[src/rtl/core/emip_pkg.sv]
// Package for the edge-major index permutation block.
// Holds payload types, the internal pipeline record, codes and the divider step.
// No dependencies; the top level and the testbench use it by scoped names.
package emip_pkg;

  // Field widths fixed by the item format and the configuration registers.
  localparam int IdxW     = 10;
  localparam int SideW    = 6;
  localparam int ProdW    = 2 * SideW;
  localparam int CfgIdxW  = 1;
  localparam int CfgDataW = 6;

  // Restoring divider: quotient bits, bits resolved per stage, stage count.
  localparam int QuoW         = SideW;
  localparam int QuoIdxW      = $clog2(QuoW);
  localparam int BitsPerStage = 2;
  localparam int DivStages    = QuoW / BitsPerStage;
  localparam int DivW         = IdxW + 1;

  // Configuration register indexes.
  localparam logic [CfgIdxW-1:0] CfgPointsPerSide = 1'b0;
  localparam logic [CfgIdxW-1:0] CfgDimensions    = 1'b1;

  // Request type codes.
  localparam logic ReqFwd = 1'b0;
  localparam logic ReqInv = 1'b1;

  // How the final stage builds its result.
  typedef enum logic [1:0] {
    MODE_DIRECT,
    MODE_FWD_EDGE,
    MODE_FWD_INT,
    MODE_INV
  } mode_e;

  typedef struct packed {
    logic            req_type;
    logic [IdxW-1:0] node_index;
  } req_t;

  typedef struct packed {
    logic [IdxW-1:0] mapped_index;
    logic            out_of_range;
  } rsp_t;

  // Record carried from the setup stage through the divider stages.
  typedef struct packed {
    logic             oor;
    mode_e            mode;
    logic [IdxW-1:0]  rem;
    logic [SideW-1:0] dsr;
    logic [QuoW-1:0]  quo;
    logic [SideW-1:0] row;
    logic [SideW-1:0] col;
    logic [IdxW-1:0]  direct;
  } pipe_t;

  // One restoring division step that resolves quotient bit k.
  function automatic pipe_t div_step(pipe_t p, logic [QuoIdxW-1:0] k);
    pipe_t           r;
    logic [DivW-1:0] dsh;
    r   = p;
    dsh = DivW'(p.dsr) << k;
    if ({1'b0, p.rem} >= dsh) begin
      r.rem    = p.rem - dsh[IdxW-1:0];
      r.quo[k] = 1'b1;
    end
    return r;
  endfunction

endpackage

[src/rtl/core/emip_stream_if.sv]
// Valid/ready stream interface used for the request and response channels.
// Valid/ready stream interface; the payload type is a parameter, and the instantiations pass types from emip_pkg.
// The file itself has no dependencies.
interface emip_stream_if #(
  parameter type payload_t = logic
) ();
  logic     valid;
  logic     ready;
  payload_t payload;

  modport source (output valid, output payload, input ready);
  modport sink   (input valid, input payload, output ready);
endinterface

[src/rtl/core/edge_major_index_permutation_top.sv]
// Top level of the edge-major index permutation block.
// Depends on emip_pkg and on emip_stream_if for the two channels.
//
// Translates one element-local node index per transfer between row-major and edge-major
// order (req_type 0: edge-major position to row-major index, 1: the inverse). The block
// accepts one request every cycle while the response side is not stalled and returns the
// responses in order; a stalled response holds the pipeline without losing or repeating
// items. It is a seven-register pipeline whose depth is set by a 6-bit restoring divider
// (row and column of an index) spread over three stages, two quotient bits each,
// followed by one multiply-add stage. Configuration writes take effect at the write edge
// and must be made while no request is in flight. An index at or beyond the node count
// returns out_of_range = 1 with mapped_index = 0.
module edge_major_index_permutation_top #(
  parameter int MAX_SIDE = 32
) (
  input  logic                          clk_i,
  input  logic                          rst_ni,
  input  logic                          cfg_we_i,
  input  logic [emip_pkg::CfgIdxW-1:0]  cfg_idx_i,
  input  logic [emip_pkg::CfgDataW-1:0] cfg_data_i,
  emip_stream_if.sink                   req_i,
  emip_stream_if.source                 rsp_o
);

  localparam int SideW     = emip_pkg::SideW;
  localparam int IdxW      = emip_pkg::IdxW;
  localparam int ProdW     = emip_pkg::ProdW;
  localparam int DivStages = emip_pkg::DivStages;
  localparam int NumStages = DivStages + 4;
  localparam int OpStage   = DivStages + 2;
  localparam int OutStage  = DivStages + 3;
  localparam int SideMax   = (1 << SideW) - 1;
  localparam int MaxEff    = (MAX_SIDE > SideMax) ? SideMax : MAX_SIDE;
  localparam logic [SideW-1:0] MaxSideC = SideW'(MaxEff);
  localparam logic [SideW-1:0] MinSideC = SideW'(2);

  // Configuration, held in derived form.
  logic [SideW-1:0] nk_q;
  logic [ProdW-1:0] sq_q;
  logic             two_d_q;
  logic [SideW-1:0] eff_side;
  logic [ProdW-1:0] sq_d;

  // Pipeline control.
  logic [NumStages-1:0] v_q;
  logic [NumStages-1:0] en;

  // Pipeline data.
  emip_pkg::req_t  in_q;
  emip_pkg::pipe_t st_q [DivStages+1];
  emip_pkg::pipe_t s1_d;
  logic [SideW-1:0] a_q, b_q, a_d, b_d;
  logic [ProdW-1:0] c_q, c_d;
  emip_pkg::rsp_t  rsp_q;
  logic [ProdW-1:0] res;

  // Setup stage helpers.
  logic [SideW-1:0] nm;
  logic [IdxW-1:0]  nm10, nm2, nm3, nm4;
  logic [IdxW-1:0]  p_m1, p_m2, p_m3, p_m4;
  logic [ProdW-1:0] count;

  // Clamp the written side count and precompute its square.
  always_comb begin
    eff_side = cfg_data_i;
    if (cfg_data_i < MinSideC) begin
      eff_side = MinSideC;
    end else if (cfg_data_i > MaxSideC) begin
      eff_side = MaxSideC;
    end
    sq_d = ProdW'(eff_side) * ProdW'(eff_side);
  end

  always_ff @(posedge clk_i or negedge rst_ni) begin
    if (!rst_ni) begin
      nk_q    <= SideW'(2);
      sq_q    <= ProdW'(4);
      two_d_q <= 1'b1;
    end else if (cfg_we_i) begin
      case (cfg_idx_i)
        emip_pkg::CfgPointsPerSide: begin
          nk_q <= eff_side;
          sq_q <= sq_d;
        end
        emip_pkg::CfgDimensions: begin
          two_d_q <= cfg_data_i[1];
        end
        default: begin
        end
      endcase
    end
  end

  // Stage enables: a stage loads when it is empty or its successor loads.
  always_comb begin
    en[NumStages-1] = !v_q[NumStages-1] || rsp_o.ready;
    for (int i = NumStages - 2; i >= 0; i--) begin
      en[i] = !v_q[i] || en[i+1];
    end
  end

  always_ff @(posedge clk_i or negedge rst_ni) begin
    if (!rst_ni) begin
      v_q <= '0;
    end else begin
      if (en[0]) begin
        v_q[0] <= req_i.valid;
      end
      for (int i = 1; i < NumStages; i++) begin
        if (en[i]) begin
          v_q[i] <= v_q[i-1];
        end
      end
    end
  end

  assign req_i.ready   = en[0];
  assign rsp_o.valid   = v_q[OutStage];
  assign rsp_o.payload = rsp_q;

  // Input register.
  always_ff @(posedge clk_i) begin
    if (en[0]) begin
      in_q <= req_i.payload;
    end
  end

  // Setup: range check, one-dimensional mapping, boundary decode and divider operands.
  assign nm    = nk_q - SideW'(1);
  assign nm10  = IdxW'(nm);
  assign nm2   = nm10 << 1;
  assign nm3   = nm2 + nm10;
  assign nm4   = nm10 << 2;
  assign p_m1  = in_q.node_index - nm10;
  assign p_m2  = in_q.node_index - nm2;
  assign p_m3  = in_q.node_index - nm3;
  assign p_m4  = in_q.node_index - nm4;
  assign count = two_d_q ? sq_q : ProdW'(nk_q);

  always_comb begin
    s1_d     = '0;
    s1_d.oor = ProdW'(in_q.node_index) >= count;
    if (!two_d_q) begin
      s1_d.mode = emip_pkg::MODE_DIRECT;
      if (in_q.req_type == emip_pkg::ReqFwd) begin
        if (in_q.node_index == '0) begin
          s1_d.direct = '0;
        end else if (in_q.node_index == IdxW'(1)) begin
          s1_d.direct = nm10;
        end else begin
          s1_d.direct = in_q.node_index - IdxW'(1);
        end
      end else begin
        if (in_q.node_index == '0) begin
          s1_d.direct = '0;
        end else if (in_q.node_index == nm10) begin
          s1_d.direct = IdxW'(1);
        end else begin
          s1_d.direct = in_q.node_index + IdxW'(1);
        end
      end
    end else if (in_q.req_type == emip_pkg::ReqInv) begin
      s1_d.mode = emip_pkg::MODE_INV;
      s1_d.rem  = in_q.node_index;
      s1_d.dsr  = nk_q;
    end else if (in_q.node_index < nm10) begin
      // Bottom row, left to right.
      s1_d.mode = emip_pkg::MODE_FWD_EDGE;
      s1_d.row  = '0;
      s1_d.col  = in_q.node_index[SideW-1:0];
    end else if (in_q.node_index < nm2) begin
      // Right column, upward.
      s1_d.mode = emip_pkg::MODE_FWD_EDGE;
      s1_d.row  = p_m1[SideW-1:0];
      s1_d.col  = nm;
    end else if (in_q.node_index < nm3) begin
      // Top row, right to left.
      s1_d.mode = emip_pkg::MODE_FWD_EDGE;
      s1_d.row  = nm;
      s1_d.col  = nm - p_m2[SideW-1:0];
    end else if (in_q.node_index < nm4) begin
      // Left column, downward.
      s1_d.mode = emip_pkg::MODE_FWD_EDGE;
      s1_d.row  = nm - p_m3[SideW-1:0];
      s1_d.col  = '0;
    end else begin
      // Interior, row-major over the inner square.
      s1_d.mode = emip_pkg::MODE_FWD_INT;
      s1_d.rem  = p_m4;
      s1_d.dsr  = nm - SideW'(1);
    end
  end

  always_ff @(posedge clk_i) begin
    if (en[1]) begin
      st_q[0] <= s1_d;
    end
  end

  // Divider stages, each resolving two quotient bits from the top down.
  for (genvar s = 0; s < DivStages; s++) begin : g_div
    emip_pkg::pipe_t nxt;

    always_comb begin
      nxt = st_q[s];
      for (int j = 0; j < emip_pkg::BitsPerStage; j++) begin
        nxt = emip_pkg::div_step(nxt, emip_pkg::QuoIdxW'(emip_pkg::QuoW - 1
              - s * emip_pkg::BitsPerStage - j));
      end
    end

    always_ff @(posedge clk_i) begin
      if (en[s+2]) begin
        st_q[s+1] <= nxt;
      end
    end
  end

  // Operand selection: the result is a * b + c.
  always_comb begin
    emip_pkg::pipe_t  d;
    logic [SideW-1:0] row;
    logic [SideW-1:0] col;
    d   = st_q[DivStages];
    row = d.quo;
    col = d.rem[SideW-1:0];
    a_d = '0;
    b_d = '0;
    c_d = '0;
    case (d.mode)
      emip_pkg::MODE_DIRECT: begin
        c_d = ProdW'(d.direct);
      end
      emip_pkg::MODE_FWD_EDGE: begin
        a_d = d.row;
        b_d = nk_q;
        c_d = ProdW'(d.col);
      end
      emip_pkg::MODE_FWD_INT: begin
        a_d = row + SideW'(1);
        b_d = nk_q;
        c_d = ProdW'(col) + ProdW'(1);
      end
      emip_pkg::MODE_INV: begin
        if (row == '0) begin
          c_d = ProdW'(col);
        end else if (col == nm) begin
          c_d = ProdW'(nm) + ProdW'(row);
        end else if (row == nm) begin
          c_d = (ProdW'(nm) << 1) + ProdW'(nm - col);
        end else if (col == '0) begin
          c_d = ProdW'(nm) + (ProdW'(nm) << 1) + ProdW'(nm - row);
        end else begin
          a_d = row - SideW'(1);
          b_d = nm - SideW'(1);
          c_d = (ProdW'(nm) << 2) + ProdW'(col) - ProdW'(1);
        end
      end
      default: begin
      end
    endcase
    if (d.oor) begin
      a_d = '0;
      b_d = '0;
      c_d = '0;
    end
  end

  always_ff @(posedge clk_i) begin
    if (en[OpStage]) begin
      a_q <= a_d;
      b_q <= b_d;
      c_q <= c_d;
    end
  end

  // Multiply-add into the output register; the flag rides alongside.
  logic oor_q;

  always_ff @(posedge clk_i) begin
    if (en[OpStage]) begin
      oor_q <= st_q[DivStages].oor;
    end
  end

  assign res = ProdW'(a_q) * ProdW'(b_q) + c_q;

  always_ff @(posedge clk_i) begin
    if (en[OutStage]) begin
      rsp_q.mapped_index <= res[IdxW-1:0];
      rsp_q.out_of_range <= oor_q;
    end
  end

`ifndef ASSERT_OFF
  // An out-of-range response always carries a zero index.
  a_oor_zero: assert property (@(posedge clk_i) disable iff (!rst_ni)
    rsp_o.valid && rsp_o.payload.out_of_range |-> rsp_o.payload.mapped_index == '0)
    else $error("out-of-range response with nonzero index");

  // A full pipeline with a stalled response must refuse new requests.
  a_full_stall: assert property (@(posedge clk_i) disable iff (!rst_ni)
    (&v_q) && !rsp_o.ready |-> !req_i.ready)
    else $error("request accepted while pipeline full and stalled");

  // A stalled response keeps the pipeline behind it frozen when all stages hold items.
  a_hold_full: assert property (@(posedge clk_i) disable iff (!rst_ni)
    (&v_q) && !rsp_o.ready |=> (&v_q))
    else $error("item lost during stall of a full pipeline");
`endif

endmodule

[src/flat_wrapper.sv]
// flat-port wrapper written by rule: the top's interface ports become plain ports
module edge_major_index_permutation_top_flat 
#(
  parameter int MAX_SIDE = 32
)
  (clk_i, rst_ni, cfg_we_i, cfg_idx_i, cfg_data_i, req_i_valid, req_i_payload, req_i_ready, rsp_o_valid, rsp_o_payload, rsp_o_ready);
  emip_stream_if #(.payload_t(emip_pkg::req_t)) req_i_i ();
  emip_stream_if #(.payload_t(emip_pkg::rsp_t)) rsp_o_i ();
  input  logic clk_i;
  input  logic rst_ni;
  input  logic cfg_we_i;
  input  logic [emip_pkg::CfgIdxW-1:0] cfg_idx_i;
  input  logic [emip_pkg::CfgDataW-1:0] cfg_data_i;
  input wire logic [$bits(req_i_i.valid)-1:0] req_i_valid;
  input wire logic [$bits(req_i_i.payload)-1:0] req_i_payload;
  output wire logic [$bits(req_i_i.ready)-1:0] req_i_ready;
  output wire logic [$bits(rsp_o_i.valid)-1:0] rsp_o_valid;
  output wire logic [$bits(rsp_o_i.payload)-1:0] rsp_o_payload;
  input wire logic [$bits(rsp_o_i.ready)-1:0] rsp_o_ready;
  assign req_i_i.valid = req_i_valid;
  assign req_i_i.payload = req_i_payload;
  assign req_i_ready = req_i_i.ready;
  assign rsp_o_valid = rsp_o_i.valid;
  assign rsp_o_payload = rsp_o_i.payload;
  assign rsp_o_i.ready = rsp_o_ready;
  edge_major_index_permutation_top #(.MAX_SIDE(MAX_SIDE)) u_core (.clk_i(clk_i), .rst_ni(rst_ni), .cfg_we_i(cfg_we_i), .cfg_idx_i(cfg_idx_i), .cfg_data_i(cfg_data_i), .req_i(req_i_i), .rsp_o(rsp_o_i));
endmodule
[config.mk]
export PLATFORM = sky130hd
export DESIGN_NAME = edge_major_index_permutation_top_flat
export DESIGN_NICKNAME = d
export VERILOG_FILES = /design/src/rtl/core/emip_pkg.sv /design/src/rtl/core/emip_stream_if.sv /design/src/rtl/core/edge_major_index_permutation_top.sv /design/src/flat_wrapper.sv
export SDC_FILE = /design/constraint.sdc
export NUM_CORES = 1
export LEC_CHECK = 0
export BUFFER_PORTS_ARGS = -buffer_cell sky130_fd_sc_hd__buf_2
export CORE_MARGIN = 2
export CORE_UTILIZATION = 58
export DETAILED_ROUTE_END_ITERATION = 7
export PLACE_DENSITY = 0.78
export SETUP_SLACK_MARGIN = 0.02
export SLEW_MARGIN = 10
export SYNTH_ARGS = -nofsm -noshare
export SYNTH_HDL_FRONTEND = slang
export SYNTH_SLANG_ARGS = --single-unit
[constraint.sdc]
create_clock -name clk_i -period 5.3 [get_ports clk_i]
set_input_delay 1.06 -clock clk_i [delete_from_list [all_inputs] [get_ports clk_i]]
set_output_delay 1.06 -clock clk_i [all_outputs]
set_load 0.005 [all_outputs]
==> results_dict.tcl <==
set metrics [dict create \
    cts_tree "done" \
    hold_viol 0 \
    post-dp-hpwl_um 31700 \
    syn_area_per_cell_sq_um 10.6 \
    critical_path.cell_chain "inv_1 -> ha_1 -> nor2b_1 -> o21a_1 -> o21ai_0 -> a21o_1 -> and2_1 -> mux2_2 -> ha_1 -> nor2b_1 -> o21ai_0 -> a21boi_0 -> o21ai_0 -> o311ai_0 -> a2111oi_2 -> buf_4 -> mux2_2" \
    r2r_slack_ps 530 \
    worst_hold_slack_ps 408 \
    synth_area_sq_mm 0.0172 \
    critPathArrivalTime_ps 5070 \
    clockRootBuffer "clkbuf_16" \
    critPathTopFamily "compound AO/OA/AOI/OAI gates" \
    fin_cells 2071 \
    core_sq_mm 0.0289 \
    fin_tns_setup_ps 0 \
    firstDrtPassIters 7 \
    grt_overflow_total 0 \
    skew_ps 20.0 \
    crit_buf_inv 2 \
    cts_made_buffers 27 \
    post_cts_buffers 0 \
    drt-initial-drc-count 1016 \
    hold_buffers 0 \
    multi_input_area_sq_mm 0.00941 \
    crit_path_start_kind "flop" \
    rows 62 \
    htreeDepth 1 \
    clk_pin_slew_ps 60 \
    critPathKind "flop to flop" \
    wl_per_cell_um 20.0 \
    worst_path_most_repeated_cell "o21ai_0" \
    met2_usage_pct 45.9 \
    synth.yosys.warnings 0 \
    crit_path_end_kind "flop" \
    rsz0062_at_grt "false" \
    place.gp.congestion 0.934 \
    drive_gt1_share_pct 9.54 \
    max_slew_margin_pct 13.3 \
    ys.flop_type "edfxtp_1" \
    fillers 2239 \
    async_flop_share_pct 10.2 \
    use_met1_pct 34.8 \
    avgViaCountPerCell 6.08 \
    grt_usage_pct 27.4 \
    worst-path-max-fanout 8 \
    cts_sinks 235 \
    grt_pass1_wl_um 66000 \
    portBuffers 35 \
    die-area_sq_mm 0.0310 \
    maxCapViolCount 0 \
    fmax_mhz 210 \
    area_growth_pct 9.01 \
    cts.path.max_buffers 3 \
    critPathSlowestCell "edfxtp_1" \
    grt_max_degree 46 \
    ios 36 \
    finalSetupViolCount 0 \
    r2r_start "u_core.st_q[1][29]" \
    die_h_um 176 \
    ir_worst_vdd_mv 0.334 \
    tightestPinTransition_ps 1290 \
    initial_core_util_pct 59.4 \
    min_path_cells 0 \
    antenna_found_initial 0 \
    cellLeakagePower_nw 7.93 \
    period_share_pct 90.1 \
    met3_usage_pct 4.57 \
    worst_hold_path_type "flop to flop" \
    post_cts_resized 0 \
    slew_viol_final 0 \
    synth-edff-count 211 \
    vias 12596 \
    status "finished clean" \
    crit_path_max_incr_delay_ps 450 \
    p_per_area_mw_per_mm2 692 \
    required_ps 5590 \
    clkLatencyLatePin_ps 550 \
    dp_slack_ps 148 \
    post-route-min-period_ps 4770 \
    die_x_um 176 \
    top_usage_layer "met2" \
    grt_pass1_vias 12595 \
    drc 0 \
    wl_um 41300 \
    layout.nets 1922 \
    layout_setup_ws_ps 527 \
    holdPathEnd "u_core.st_q[3][11]" \
    synth_cell_type_count 83 \
    ys_seq_area_share_pct 40.4 \
    syn_inst 1627 \
    reg2reg_to "u_core.st_q[2][38]" \
    worstRegToRegCells 17 \
    seq_area_sq_mm 0.00694 \
    ys_seq_elements 235 \
    dp_cells 2022 \
    final_util_pct 64.7 \
    detail-route-antenna-nets 0 \
    antenna_cells 0 \
    worstHoldStart "u_core.st_q[2][11]" \
]
## metal layers
metal / part of all wire [%] / routed length [um] / up-vias
li1: - / - / 5943
met1: 41 / 16800 / 6030
met2: 47 / 19600 / 500
met3: 7.3 / 3020 / 123
met4: 4.8 / 1980 / 0
met5: 0 / 0 / -
## power by group
part | switching (mW) | internal, mW | leakage [nW]
Clock | 0.771 | 1.04 | 0.420
Combinational | 4.29 | 3.41 | 4.94
Sequential | 0.448 | 2.99 | 2.57
## per-stage QoR
step	cell area [sq um]	power, mW
5_1_grt	18700	14.0
3_3_place_gp	17900	10.8
2_1_floorplan	17200	9.19
4_1_cts	18700	12.9
3_5_place_dp	17900	11.0
6_report	18700	12.9
## synthesized netlist by cell type (5+ instances only)
master	instances	area share (%)
buf_2	10	0.29
nor3_1	34	0.99
edfxtp_1	211	37
mux2i_1	19	1.1
o221ai_1	6	0.31
a31oi_1	15	0.55
a211o_1	6	0.31
or4_1	5	0.22
o21ai_0	77	2.2
or3_1	10	0.36
xnor2_1	88	4.5
nand4_1	9	0.33
o21bai_1	7	0.31
nand2_1	121	2.6
maj3_1	7	0.41
or2_2	10	0.36
clkbuf_1	41	0.90
a22oi_1	7	0.31
nand2b_1	20	0.73
nor2_1	79	1.7
nor2b_1	20	0.73
a221o_1	5	0.29
xor2_1	30	1.5
o31ai_1	7	0.31
inv_1	169	3.7
a211oi_1	19	0.83
o311ai_0	5	0.25
a221oi_1	13	0.66
a21o_1	25	1.1
ha_1	179	13
o21a_1	14	0.61
and3_1	15	0.55
nand3_1	39	1.1
dfrtp_1	21	3.1
a21oi_1	62	1.8
and2_1	29	1.1
nand3b_1	5	0.22
o211ai_1	14	0.61
nor4_1	9	0.33
mux2_2	26	1.7
fa_1	53	6.2
a21boi_0	7	0.31
nor3b_1	8	0.35
a311oi_1	5	0.25
## logic make-up after synthesis
logic type | count (synthesis) | share of synthesized area (%)
and+or+nand+nor | 424 | 12.4
other | 2 | 0.0437
muxes | 45 | 2.81
DFF | 235 | 40.4
adders and majority gates | 239 | 19.6
AOI/OAI and AO/OA | 337 | 13.5
xor gates and xnor gates | 119 | 6.15
buffers and inverters | 226 | 5.06
## worst max path at each step
stage / start / endpoint / cells past startpoint
final: u_core.st_q[1][29] / u_core.st_q[2][38] / 17
after global routing: u_core.st_q[1][29] / u_core.st_q[2][38] / 17
after CTS: u_core.st_q[1][29] / u_core.st_q[2][38] / 17
after detailed placement: cfg_data_i[4] / u_core.sq_q[10] / 17
after global placement: cfg_data_i[4] / u_core.sq_q[10] / 17
after floorplan: u_core.sq_q[0] / u_core.st_q[0][42] / 23
## cell usage in the layout (no fill, tap or decap), types with 15 or more instances in the layout
cell,count
xnor2_1,87
a211oi_1,19
and3_1,15
a21o_1,25
xor2_1,29
nand2_1,120
buf_2,35
clkbuf_16,27
mux2i_1,19
nor3_1,34
mux2_2,26
fa_1,53
nor2_1,79
ha_1,178
inv_1,168
nand3_1,37
and2_1,29
nand2b_1,20
a21oi_1,62
edfxtp_1,211
o21ai_0,77
a31oi_1,15
buf_4,28
nor2b_1,20
dfrtp_1,21
## final cells by class
| class | count | area share (%) |
|---|---|---|
| Multi-Input combinational cell | 1169 | 50.2 |
| Tap cell | 384 | 2.57 |
| Timing Repair Buffer | 63 | 2.06 |
| Inverter | 171 | 3.43 |
| Clock buffer | 30 | 3.67 |
| Clock inverter | 19 | 0.962 |
| Sequential cell | 235 | 37.1 |
## sequential cells by signal, summed over array words and instances, names as in the netlist
signal                count
u_core.rsp_o.payload     11
u_core.st_q             166
u_core.oor_q              1
u_core.v_q                7
u_core.a_q                6
u_core.b_q                6
u_core.in_q              11
u_core.sq_q              11
u_core.two_d_q            1
u_core.c_q               10
u_core.nk_q               5
Power figures use the tool's default switching activity.
